$ cat config.mk
export PLATFORM = sky130hd
export DESIGN_NAME = dtpt_cfg
export DESIGN_NICKNAME = d
export VERILOG_FILES = /design/src/rtl/assert_macros.svh /design/src/rtl/dtpt_pkg.sv /design/src/rtl/dtpt_cfg.sv
export SDC_FILE = /design/constraint.sdc
export NUM_CORES = 1
export LEC_CHECK = 0
export ABC_AREA = 1
export BUFFER_PORTS_ARGS = -buffer_cell sky130_fd_sc_hd__buf_2
export CAP_MARGIN = 5
export CORE_ASPECT_RATIO = 0.75
export CORE_MARGIN = 4
export CORE_UTILIZATION = 51
export CTS_CLUSTER_DIAMETER = 200
export DETAILED_ROUTE_END_ITERATION = 8
export MAX_ROUTING_LAYER = met4
export PLACE_DENSITY = 0.83
export SETUP_SLACK_MARGIN = 0.5
export SYNTH_ARGS = -nofsm -noshare
export SYNTH_HDL_FRONTEND = slang
export SYNTH_SLANG_ARGS = --single-unit
$ cat constraint.sdc
create_clock -name clk_i -period 1.3 [get_ports clk_i]
set_input_delay 0.13 -clock clk_i [delete_from_list [all_inputs] [get_ports clk_i]]
set_output_delay 0.13 -clock clk_i [all_outputs]
set_load 0.005 [all_outputs]
$ cat src/rtl/assert_macros.svh
// ----------------------------------------------------------------------------
// Assertion macros
// Shared concurrent assertion helpers; define NO_ASSERTIONS to drop them.
// ----------------------------------------------------------------------------
`ifndef ASSERT_MACROS_SVH
`define ASSERT_MACROS_SVH
`ifndef NO_ASSERTIONS
// Same-cycle implication under an active-low reset
`define DTPT_ASSERT_IMP(lbl, clk, rstn, ante, cons, msg) \
  lbl: assert property (@(posedge clk) disable iff (!rstn) (ante) |-> (cons)) else $error(msg);
// Next-cycle implication under an active-low reset
`define DTPT_ASSERT_NXT(lbl, clk, rstn, ante, cons, msg) \
  lbl: assert property (@(posedge clk) disable iff (!rstn) (ante) |=> (cons)) else $error(msg);
`else
`define DTPT_ASSERT_IMP(lbl, clk, rstn, ante, cons, msg)
`define DTPT_ASSERT_NXT(lbl, clk, rstn, ante, cons, msg)
`endif
`endif

$ cat src/rtl/dtpt_pkg.sv
// ----------------------------------------------------------------------------
// Probe texel lookup package
// Constants, register codes, pipeline stage plan and arithmetic helpers.
// ----------------------------------------------------------------------------
package dtpt_pkg;

  // Direction format: signed Q1.14, converted to Q1.16 by a left shift of two
  localparam int DirW     = 16;
  localparam int DirFrac  = 14;
  localparam int ResBits  = 12;
  localparam int SizeW    = 13;
  localparam logic signed [DirW-1:0] DirOne = 16'sd16384;
  localparam logic [16:0] Q16One = 17'd65536;

  // acos(t)/pi polynomial coefficients, Q0.30
  localparam logic [31:0] K0 = 32'd536847842;
  localparam logic [31:0] K1 = 32'd72497033;
  localparam logic [31:0] K2 = 32'd25381120;
  localparam logic [31:0] K3 = 32'd6401348;

  // Configuration register indexes
  localparam logic [1:0] CfgMapMode = 2'd0;
  localparam logic [1:0] CfgWidth   = 2'd1;
  localparam logic [1:0] CfgHeight  = 2'd2;

  // Stage plan
  localparam int StDSqrtLo = 1;   // heading root, 32 steps
  localparam int StDSqrtHi = 32;
  localparam int StSSqrtHi = 17;  // sqrt(1-t), 17 steps from stage 1
  localparam int StPolyHi  = 3;   // Horner, stages 1..3
  localparam int StRadius  = 18;
  localparam int StProd    = 19;
  localparam int StDivLo   = 33;  // quotient, 17 steps
  localparam int StDivHi   = 49;
  localparam int StUv      = 50;
  localparam int StIndex   = 51;
  localparam int NumStages = 52;

  typedef struct packed {
    logic              map_mode;
    logic [SizeW-1:0]  width;
    logic [SizeW-1:0]  height;
  } cfg_t;

  typedef struct packed {
    logic [63:0] rem;
    logic [63:0] root;
  } sq_t;

  typedef struct packed {
    logic               x_neg;
    logic               y_neg;
    logic               z_neg;
    logic [15:0]        x_mag;
    logic [15:0]        y_mag;
    logic [16:0]        t;
    logic [63:0]        d_rem;
    logic [63:0]        d_root;
    logic [63:0]        s_rem;
    logic [63:0]        s_root;
    logic [31:0]        poly;
    logic [16:0]        r;
    logic [31:0]        px;
    logic [31:0]        py;
    logic [48:0]        qx_rem;
    logic [48:0]        qy_rem;
    logic [16:0]        qx;
    logic [16:0]        qy;
    logic [16:0]        u;
    logic [16:0]        v;
    logic [ResBits-1:0] row;
    logic [ResBits-1:0] col;
  } pipe_t;

  // 32 x 32 unsigned product
  function automatic logic [63:0] umul(logic [31:0] a, logic [31:0] b);
    logic [63:0] p;
    p = {32'd0, a} * {32'd0, b};
    return p;
  endfunction

  // One digit of the shift-and-subtract integer square root
  function automatic sq_t sqrt_step(logic [63:0] rem, logic [63:0] root,
                                    logic [63:0] bitv);
    sq_t         o;
    logic [64:0] trial;
    trial = {1'b0, root} + {1'b0, bitv};
    if ({1'b0, rem} >= trial) begin
      o.rem  = rem - trial[63:0];
      o.root = (root >> 1) + bitv;
    end else begin
      o.rem  = rem;
      o.root = root >> 1;
    end
    return o;
  endfunction

  // Scale a Q1.16 coordinate to an index, saturating at the index range
  function automatic logic [ResBits-1:0] scale_index(logic [SizeW-1:0] size,
                                                     logic [16:0] c);
    logic [SizeW-1:0] span;
    logic [63:0]      p;
    span = (size == '0) ? '0 : size - SizeW'(1);
    p    = umul(32'(span), 32'(c));
    if (p[63:16] > 48'((1 << ResBits) - 1)) begin
      return '1;
    end
    return p[ResBits+15:16];
  endfunction

endpackage

$ cat src/rtl/dtpt_cfg.sv
// ----------------------------------------------------------------------------
// Probe texel lookup configuration registers
// Decodes the write port into map mode and image size registers.
// ----------------------------------------------------------------------------
module dtpt_cfg (
  input  logic                        clk_i,
  input  logic                        rst_ni,
  input  logic                        cfg_we_i,
  input  logic [1:0]                  cfg_idx_i,
  input  logic [dtpt_pkg::SizeW-1:0]  cfg_wdata_i,
  output dtpt_pkg::cfg_t              cfg_o
);

  dtpt_pkg::cfg_t cfg_q, cfg_d;

  // Decode the write; unknown indexes are dropped
  always_comb begin
    cfg_d = cfg_q;
    if (cfg_we_i) begin
      unique case (cfg_idx_i)
        dtpt_pkg::CfgMapMode: cfg_d.map_mode = cfg_wdata_i[0];
        dtpt_pkg::CfgWidth:   cfg_d.width    = cfg_wdata_i;
        dtpt_pkg::CfgHeight:  cfg_d.height   = cfg_wdata_i;
        default: ;
      endcase
    end
  end

  always_ff @(posedge clk_i or negedge rst_ni) begin
    if (!rst_ni) begin
      cfg_q.map_mode <= 1'b0;
      cfg_q.width    <= 13'd1024;
      cfg_q.height   <= 13'd1024;
    end else begin
      cfg_q <= cfg_d;
    end
  end

  assign cfg_o = cfg_q;

endmodule
==> flow_metrics.tcl, run 1 <==
set metrics [dict create \
    status "complete, no violations" \
    grt_pass1_vias 959 \
    rr_startpoint "cfg_o[13]$_DFFE_PN0P_" \
    critPathLaunch "cfg_o[10]$_DFFE_PN1P_" \
    rr_worst_depth 4 \
    holdCritStartpoint "cfg_wdata_i[10]" \
    synth_top_area_cell "dfrtp_1" \
    firstDrtPassIters 4 \
    num_antenna_cells 0 \
    synth_fp_nets 143 \
    vdd_drop_max_mv 0.9556 \
    r2r_slack_ns 0.43 \
    fmax_ghz 0.8877 \
    ys_seq_area_share_pct 58.15 \
    regArea_sq_um 678.2 \
    routedWlPerCell_um 13.99 \
    cts_tree "done" \
    via_per_inst 5.266 \
    die_area_sq_mm 0.003123 \
    tightest_slew_ns 0.3680 \
    num_io_pins 45 \
    port-buffer-count 44 \
    vias 1069 \
    synth_top_area_share_pct 53.65 \
    largest_register_ffs 27 \
    worstSkewPairLatency_ns 0.33 \
    drv_slew 0 \
    syn_area_sq_mm 0.001166 \
    cts_root_buffer "clkbuf_4" \
    drt.antenna.violating_nets 0 \
    fin_setup_tns_ns 0 \
    final_cells 203 \
    p_per_area_mw_per_mm2 1269 \
    yosys-top-cells-area "dfrtp_1 54%, nand2_1 18%, nand4_1 14%" \
    fill_cells 178 \
    relSlewSlack_pct 75.46 \
    drt-total-wl_mm 2.839 \
    grt_usage_pct 19.14 \
    cp_max_fo 2 \
    hold_depth 3 \
    htreeDepth 1 \
    setup_viol 0 \
    syn_area_per_cell_sq_um 9.329 \
    cp_slowest_cell "dfstp_2" \
    hold_end "cfg_o[10]$_DFFE_PN1P_" \
    rows 14 \
    cts.sinks 27 \
    r2r-end "cfg_o[13]$_DFFE_PN0P_" \
    crit_buf_inv 1 \
    first_iter_violations 58 \
    antenna_found_initial 0 \
    fin_crit_sh_pct 86.66 \
    die_h_um 49.41 \
    arrival_ns 1.00 \
    synthCells 125 \
    maxCapViolCount 0 \
    layout_min_cycle_time_ns 1.127 \
    hold_ws_ns 0.01981 \
    multi_input_comb_area_sq_um 400.4 \
    grt_pass1_wl_mm 4.678 \
    placedCellCount 185 \
    clk_pin_slew_ns 0.15 \
    total_power_mw 1.902 \
    dp_hpwl_mm 2.028 \
    cts_buffer_depth 2 \
    crit_type "flip-flop to output pin" \
    synth-seq-cells 27 \
    ys_warn_count 0 \
    cts_buffers 3 \
    path_cells "buf_2" \
    hp-class "input pin to flip-flop" \
    utilization_pct 71.91 \
    fp.dieW_um 63.22 \
    grt_max_degree 28 \
    gp_congestion 0.8404 \
    ys_types 12 \
    cp-start-kind "flip-flop" \
    fin_worst_skew_ns 0 \
    path_depth 1 \
    core_area_sq_mm 0.002085 \
    critPathMaxStageDelay_ns 0.56 \
    area_growth_pct 28.54 \
    overflow 0 \
    cp.required_ns 1.17 \
    start_util_pct 55.94 \
    final_nets 198 \
    p_leak_nw 0.8606 \
    rsz0062_at_grt "true" \
    drc 0 \
    drive_above_1_share_pct 39.66 \
    hold_viol_final 0 \
    critPathTopFamily "flip-flops" \
    worstSetupEndpointType "output pin" \
]
[area by class of cell]
class | instances | share of cell area, %
clock buffer | 3 | 1.503
clock inverter | 1 | 0.5008
inverter | 2 | 0.5008
multi-input combinational | 85 | 26.71
sequential | 27 | 45.24
tap | 24 | 2.003
timing repair buffer | 61 | 23.54
[cell usage after synthesis, drive strengths merged]
library cell  number
dfstp              2
nand2             55
nand3              3
inv                2
clkbuf             1
nor2               1
nand4             26
buf               10
dfrtp             25
[repair_timing]
action | CTS | global route
gates resized for setup | 0 | 2
hold endpoints to repair | 25 | 0
setup buffers | 7 | 6
pin swaps | 0 | 1
hold buffers | 1 | 0
endpoints found under the setup margin | 27 | 53
[metrics by stage]
stage                     cell area, sq um  setup WS, ns
after floorplan                       1166        0.5116
after global placement                1356        0.2965
after detailed placement              1356        0.2598
after CTS                             1449        0.1705
after global routing                  1499        0.1300
final                                 1499        0.1735
[cells in the final DEF (no fill, tap or decap), drive strengths merged]
cell type	count
buf	59
clkbuf	4
clkinvlp	1
dfrtp	25
dfstp	2
dlygate4sd3	1
inv	2
nand2	55
nand3	3
nand4	26
nor2	1
[worst max-delay path by stage]
stage / endpoint / slack (ns)
final: cfg_o[10] / 0.17
after floorplan: cfg_o[11]$_DFFE_PN0P_ / 0.51
after CTS: cfg_o[10] / 0.17
after global routing: cfg_o[10] / 0.13
after detailed placement: cfg_o[17]$_DFFE_PN0P_ / 0.26
after global placement: cfg_o[15]$_DFFE_PN0P_ / 0.30
[layer usage]
layer	track usage [%]	vias up	part of all wire [%]
met4	1.075	0	0
met1	27.06	503	47
met5	-	-	0
li1	-	533	-
met3	5.069	0	6.3
met2	29.25	33	47
[power breakdown]
group | internal [mW] | switching, mW | leakage [nW]
Sequential | 0.979 | 0.0687 | 0.333
Combinational | 0.248 | 0.237 | 0.514
Clock | 0.118 | 0.252 | 0.0139
[logic make-up after synthesis]
| kind of cell | Yosys count | share of synthesized area [%] |
|---|---|---|
| and+or+nand+nor | 85 | 34.12 |
| DFF | 27 | 58.15 |
| buffers and inverters | 13 | 7.725 |
Power figures use the tool's default switching activity.
==> run 2, diff against run 1 <==
--- a/config.mk
+++ b/config.mk
@@ -7,3 +7,2 @@
 export LEC_CHECK = 0
-export ABC_AREA = 1
 export BUFFER_PORTS_ARGS = -buffer_cell sky130_fd_sc_hd__buf_2
@@ -12,3 +11,3 @@
 export CORE_MARGIN = 4
-export CORE_UTILIZATION = 51
+export CORE_UTILIZATION = 50
 export CTS_CLUSTER_DIAMETER = 200
@@ -16,3 +15,3 @@
 export MAX_ROUTING_LAYER = met4
-export PLACE_DENSITY = 0.83
+export PLACE_DENSITY = 0.82
 export SETUP_SLACK_MARGIN = 0.5
==> constraint.sdc (replaced) <==
create_clock -name clk_i -period 1.3 [get_ports clk_i]
set_input_delay 0.26 -clock clk_i [delete_from_list [all_inputs] [get_ports clk_i]]
set_output_delay 0.26 -clock clk_i [all_outputs]
set_load 0.005 [all_outputs]
==> run 2 against run 1 <==
The run now ends with negative hold slack left. Die area shrank 1.2%. Highest routed layer is now met4. Hold slack worse by 0.13 ns. Largest power group unchanged. Routed wire length fell by 5.2%. Maximum frequency is 9.6% lower. Power increased by 18%. Clock-buffer cell count stayed put. Via count decreased by 27%. Synthesized area fell by 3.3%. Global-route usage is 0.67 points lower. Register-to-register slack worse by 0.11 ns. Synthesized cell count is 53% lower. Clock power grew 2%. Critical endpoint is now cfg_o[23].
==> flow_metrics.tcl, run 2 <==
set metrics [dict create \
    ys.flop_type "dfrtp_1" \
    status "finished with violations" \
    fmax_ghz 0.8022 \
    fp.dieW_um 62.83 \
    fin_crit_sh_pct 95.89 \
    area_growth_pct 47.73 \
    firstDrtPassIters 3 \
    hp-class "input pin to async pin" \
    cts.sinks 27 \
    crit_type "flip-flop to output pin" \
    yosysMostFrequentCell "dfrtp_1" \
    overflow 0 \
    critPathMaxStageDelay_ns 0.55 \
    clk_pin_slew_ns 0.15 \
    syn_area_sq_mm 0.001127 \
    cp.required_ns 1.04 \
    synth_top_area_share_pct 55.49 \
    ys_types 7 \
    tightest_slew_ns 0.5840 \
    cts_buffer_depth 2 \
    gp_congestion 0.7592 \
    arrival_ns 0.99 \
    cts_tree "done" \
    cts_root_buffer "clkbuf_4" \
    relSlewSlack_pct 61.07 \
    htreeDepth 1 \
    synth_common_cells "25 x dfrtp_1, 20 x mux2_4, 7 x mux2_2" \
    p_per_area_mw_per_mm2 1348 \
    drt.antenna.violating_nets 0 \
    maxCapViolCount 0 \
    synth_fp_nets 77 \
    cp_max_fo 2 \
    total_power_mw 2.244 \
    num_antenna_cells 0 \
    cp_slowest_cell "dfstp_2" \
    rr_startpoint "cfg_o[21]$_DFFE_PN0P_" \
    worstSkewPairLatency_ns 0.34 \
    dpl-instance-area_sq_mm 0.001370 \
    grt_pass1_wl_mm 4.222 \
    r2r_slack_ns 0.32 \
    worstSetupEndpointType "output pin" \
    hold_viol_final 25 \
    cts_buffers 3 \
    vdd_drop_max_mv 1.077 \
    final_nets 147 \
    utilization_pct 80.57 \
    grt_pass1_vias 832 \
    drc 0 \
    rows 14 \
    antenna_found_initial 0 \
    p_leak_nw 0.9243 \
    fill_cells 127 \
    drv_slew 0 \
    die_h_um 49.12 \
    ys_seq_area_share_pct 60.16 \
    final_cell_mix "41 x buf_2, 25 x dfrtp_1, 23 x mux2_4" \
    core_area_sq_mm 0.002067 \
    drt-total-wl_mm 2.690 \
    final_common_cell "buf_2" \
    yosys-top-cells-area "dfrtp_1 55%, mux2_4 27%, mux2_2 7.0%" \
    dp_hpwl_mm 1.610 \
    cp-start-kind "flip-flop" \
    largest_register_ffs 27 \
    violations "negative hold slack" \
    vias 784 \
    hold_ws_ns -0.1085 \
    syn_area_per_cell_sq_um 19.11 \
    path_cells "buf_2" \
    grt_max_degree 28 \
    num_io_pins 45 \
    ys_warn_count 0 \
    first_iter_violations 18 \
    synth_top_area_cell "dfrtp_1" \
    port-buffer-count 44 \
    synth-seq-cells 27 \
    fin_worst_skew_ns 0 \
    setup_viol 0 \
    via_per_inst 5.158 \
    dp_slack_ns 0.05434 \
    drive_above_1_share_pct 80.47 \
    crit_buf_inv 1 \
    start_util_pct 54.54 \
    async_flop_share_pct 100.0 \
    design_area_sq_mm 0.001665 \
    critPathTopFamily "flip-flops" \
    critPathLaunch "cfg_o[23]$_DFFE_PN1P_" \
    rsz0062_at_grt "true" \
    die_area_sq_mm 0.003086 \
    routedWlPerCell_um 17.70 \
    synth-edff-count 0 \
    synthCells 59 \
    grt_usage_pct 18.47 \
    fin_ws_ns 0.05343 \
    layout_min_cycle_time_ns 1.247 \
    fin_setup_tns_ns 0 \
]
-- run 2: cell types whose count changed in the layout (fill, tap and decap cells not counted), moves of 2 or more --
cell / before / now
mux2_2: 0 / 4
buf_2: 43 / 41
nand4_1: 26 / 0
nand2_1: 54 / 0
buf_6: 0 / 14
nand3b_4: 0 / 4
mux2_4: 0 / 23
buf_4: 16 / 8
nand3_2: 2 / 0
inv_2: 2 / 0
-- run 2: repair_timing --
| item | CTS | global route |
|---|---|---|
| endpoints found under the setup margin | 53 | 47 |
| hold endpoints to repair | 25 | 25 |
| resized for setup | 5 | 16 |
| gates cloned | 2 | 0 |
| setup buffers | 12 | 9 |
-- run 2: cell families (layout without fill, tap and decap cells) --
family	after synthesis	after routing	share of synthesized area, %
multiplexers	27	27	33.63
AND/OR/NAND/NOR	3	5	4.218
flip-flops	27	27	60.16
buffers and inverters	2	69	1.998
-- run 2: layer usage --
metal	part of all wire, %	GRT usage [%]	wire (um)
met1	42	22.58	1122
met2	49	29.20	1319
met3	6.3	6.221	169
met4	2.9	5.495	79
met5	0	-	0
-- run 2: area by class of cell --
type | instances | area [sq um] | share of cell area [%]
Multi-Input combinational cell | 32 | 489.2 | 29.38
Timing Repair Buffer | 65 | 437.9 | 26.30
Tap cell | 24 | 30.03 | 1.803
Clock buffer | 3 | 22.52 | 1.352
Sequential cell | 27 | 678.2 | 40.72
Clock inverter | 1 | 7.507 | 0.4508
-- run 2: through the flow --
stage | cells | hold WS [ns]
floorplan | 59 | -0.03559
finish | 152 | -0.1085
CTS | 143 | -0.09832
global route | 152 | -0.07621
global placement | 125 | 0.2875
detailed placement | 125 | 0.2904
-- run 2: where the power goes --
group / switching [mW] / leakage [nW] / internal [mW]
clock network: 0.261 / 0.0139 / 0.118
logic: 0.239 / 0.594 / 0.528
registers: 0.0927 / 0.317 / 1.01
total: 0.592 / 0.924 / 1.65
-- run 2: worst paths after layout --
kind | endpoint | depth (start not counted)
setup reg to reg | cfg_o[21]$_DFFE_PN0P_ | 3
hold reg to reg | cfg_o[18]$_DFFE_PN0P_ | 1
max in group asynchronous | cfg_o[10]$_DFFE_PN1P_ | 1
hold / removal | cfg_o[2]$_DFFE_PN0P_ | 1
min in group clk_i | cfg_o[9]$_DFFE_PN0P_ | 2
setup / recovery | cfg_o[23] | 1
==> run 3, diff against run 2 <==
Settings changed: REMOVE_ABC_BUFFERS set to 1.
==> run 3 against run 2 <==
Non-clock buffer count is 4 lower. Clock skew stayed put. Critical endpoint is now cfg_o[10]. Sequential cell count unchanged. The flow still finishes with violations (negative hold slack). First-iteration DRC count is 89% higher. Maximum frequency fell by 3.1%. Sequential share of layout area grew 1.2 points.
==> flow_metrics.tcl, run 3 (synthesis gave the netlist of run 2 again) <==
set metrics [dict create \
    status "finished with violations" \
    violations "negative hold slack" \
    critPathTopFamily "flip-flops" \
    antenna_found_initial 0 \
    cts_buffers 3 \
    worstSkewPairLatency_ns 0.32 \
    dp_hpwl_mm 1.443 \
    cts_root_buffer "clkbuf_4" \
    gp_congestion 0.6815 \
    largest_register_ffs 27 \
    final_nets 143 \
    worstSetupEndpointType "output pin" \
    crit_buf_inv 1 \
    hold_ws_ns -0.09949 \
    cts_buffer_depth 2 \
    port-buffer-count 44 \
    fin_crit_sh_pct 98.92 \
    core_area_sq_mm 0.002067 \
    drv_slew 0 \
    drt-total-wl_mm 2.433 \
    layout_min_cycle_time_ns 1.286 \
    start_util_pct 54.54 \
    cts.sinks 27 \
    die_h_um 49.12 \
    total_power_mw 2.184 \
    final_common_cell "buf_2" \
    rsz0062_at_grt "true" \
    drt.antenna.violating_nets 0 \
    fill_cells 122 \
    die_area_sq_mm 0.003086 \
    htreeDepth 1 \
    via_per_inst 5.047 \
    arrival_ns 1.03 \
    critPathMaxStageDelay_ns 0.57 \
    maxCapViolCount 0 \
    setup_viol 0 \
    firstDrtPassIters 4 \
    grt_pass1_vias 788 \
    p_per_area_mw_per_mm2 1350 \
    fp.dieW_um 62.83 \
    cp_max_fo 2 \
    cp.required_ns 1.04 \
    num_antenna_cells 0 \
    hp-class "input pin to async pin" \
    fmax_ghz 0.7777 \
    fin_worst_skew_ns 0 \
    grt_usage_pct 16.63 \
    grt_max_degree 28 \
    relSlewSlack_pct 60.61 \
    cts_tree "done" \
    clk_pin_slew_ns 0.15 \
    vias 747 \
    grt_pass1_wl_mm 3.857 \
    path_cells "buf_2" \
    tightest_slew_ns 0.5908 \
    vdd_drop_max_mv 0.6503 \
    rows 14 \
    area_growth_pct 43.51 \
    p_leak_nw 0.8964 \
    cp-start-kind "flip-flop" \
    cp_slowest_cell "dfstp_2" \
    overflow 0 \
    num_io_pins 45 \
    first_iter_violations 34 \
    routedWlPerCell_um 16.44 \
    drive_above_1_share_pct 79.84 \
    final_cell_mix "41 x buf_2, 25 x dfrtp_1, 22 x mux2_4" \
    crit_type "flip-flop to output pin" \
    fin_setup_tns_ns 0 \
    drc 0 \
    hold_viol_final 25 \
]
-- run 3: power breakdown --
group	internal, mW	switching, mW	total [mW]
registers	1.01	0.0920	1.10
clock network	0.118	0.256	0.374
logic	0.493	0.219	0.712
total	1.62	0.566	2.18
-- run 3: path summary, 6_finish.rpt --
check | from | end | slack [ns] | depth (start not counted)
max in group asynchronous | rst_ni | cfg_o[22]$_DFFE_PN0P_ | 1.01 | 1
min in group clk_i | cfg_wdata_i[9] | cfg_o[9]$_DFFE_PN0P_ | 0.16 | 2
hold / removal | rst_ni | cfg_o[11]$_DFFE_PN0P_ | -0.1 | 1
setup reg to reg | cfg_o[18]$_DFFE_PN0P_ | cfg_o[18]$_DFFE_PN0P_ | 0.30 | 3
hold reg to reg | cfg_o[0]$_DFFE_PN0P_ | cfg_o[0]$_DFFE_PN0P_ | 0.52 | 1
setup / recovery | cfg_o[10]$_DFFE_PN1P_ | cfg_o[10] | 0.01 | 1
-- run 3: layer usage --
metal  part of all wire [%]  track usage, %  routed length [um]  vias up
met2                     44           23.89                1078       36
met5                      0               -                   0        -
met1                     47           23.08                1154      363
met4                   0.37           2.198                   9        0
met3                    7.8           6.221                 190        3
li1                       -               -                   -      345
-- run 3: repair_timing --
| item | 4_1_cts | 5_1_grt |
|---|---|---|
| endpoints found under the setup margin | 50 | 41 |
| gates resized for setup | 2 | 18 |
| buffers inserted | 8 | 9 |
| endpoints found under the hold margin | 25 | 25 |
| cloned | 2 | 0 |
-- run 3: through the flow --
| stage | area (sq um) | utilization [%] | setup slack [ns] | std cells | hold slack [ns] |
|---|---|---|---|---|---|
| after CTS | 1485 | 71.85 | 0.03459 | 139 | -0.08997 |
| after global placement | 1355 | 65.56 | 0.09879 | 125 | 0.2833 |
| after floorplan | 1105 | - | 0.3203 | 57 | -0.03559 |
| after detailed placement | 1355 | 65.56 | 0.08611 | 125 | 0.2908 |
| after global routing | 1618 | 78.27 | -0.02550 | 148 | -0.07056 |
| final | 1618 | 78.27 | 0.01408 | 148 | -0.09949 |
-- run 3: final cells by class --
class,count,area [sq um],share of cell area (%)
clock inverter,1,7.507,0.4640
timing repair buffer,61,400.4,24.75
sequential,27,678.2,41.92
multi-input combinational,32,479.2,29.62
clock buffer,3,22.52,1.392
tap,24,30.03,1.856
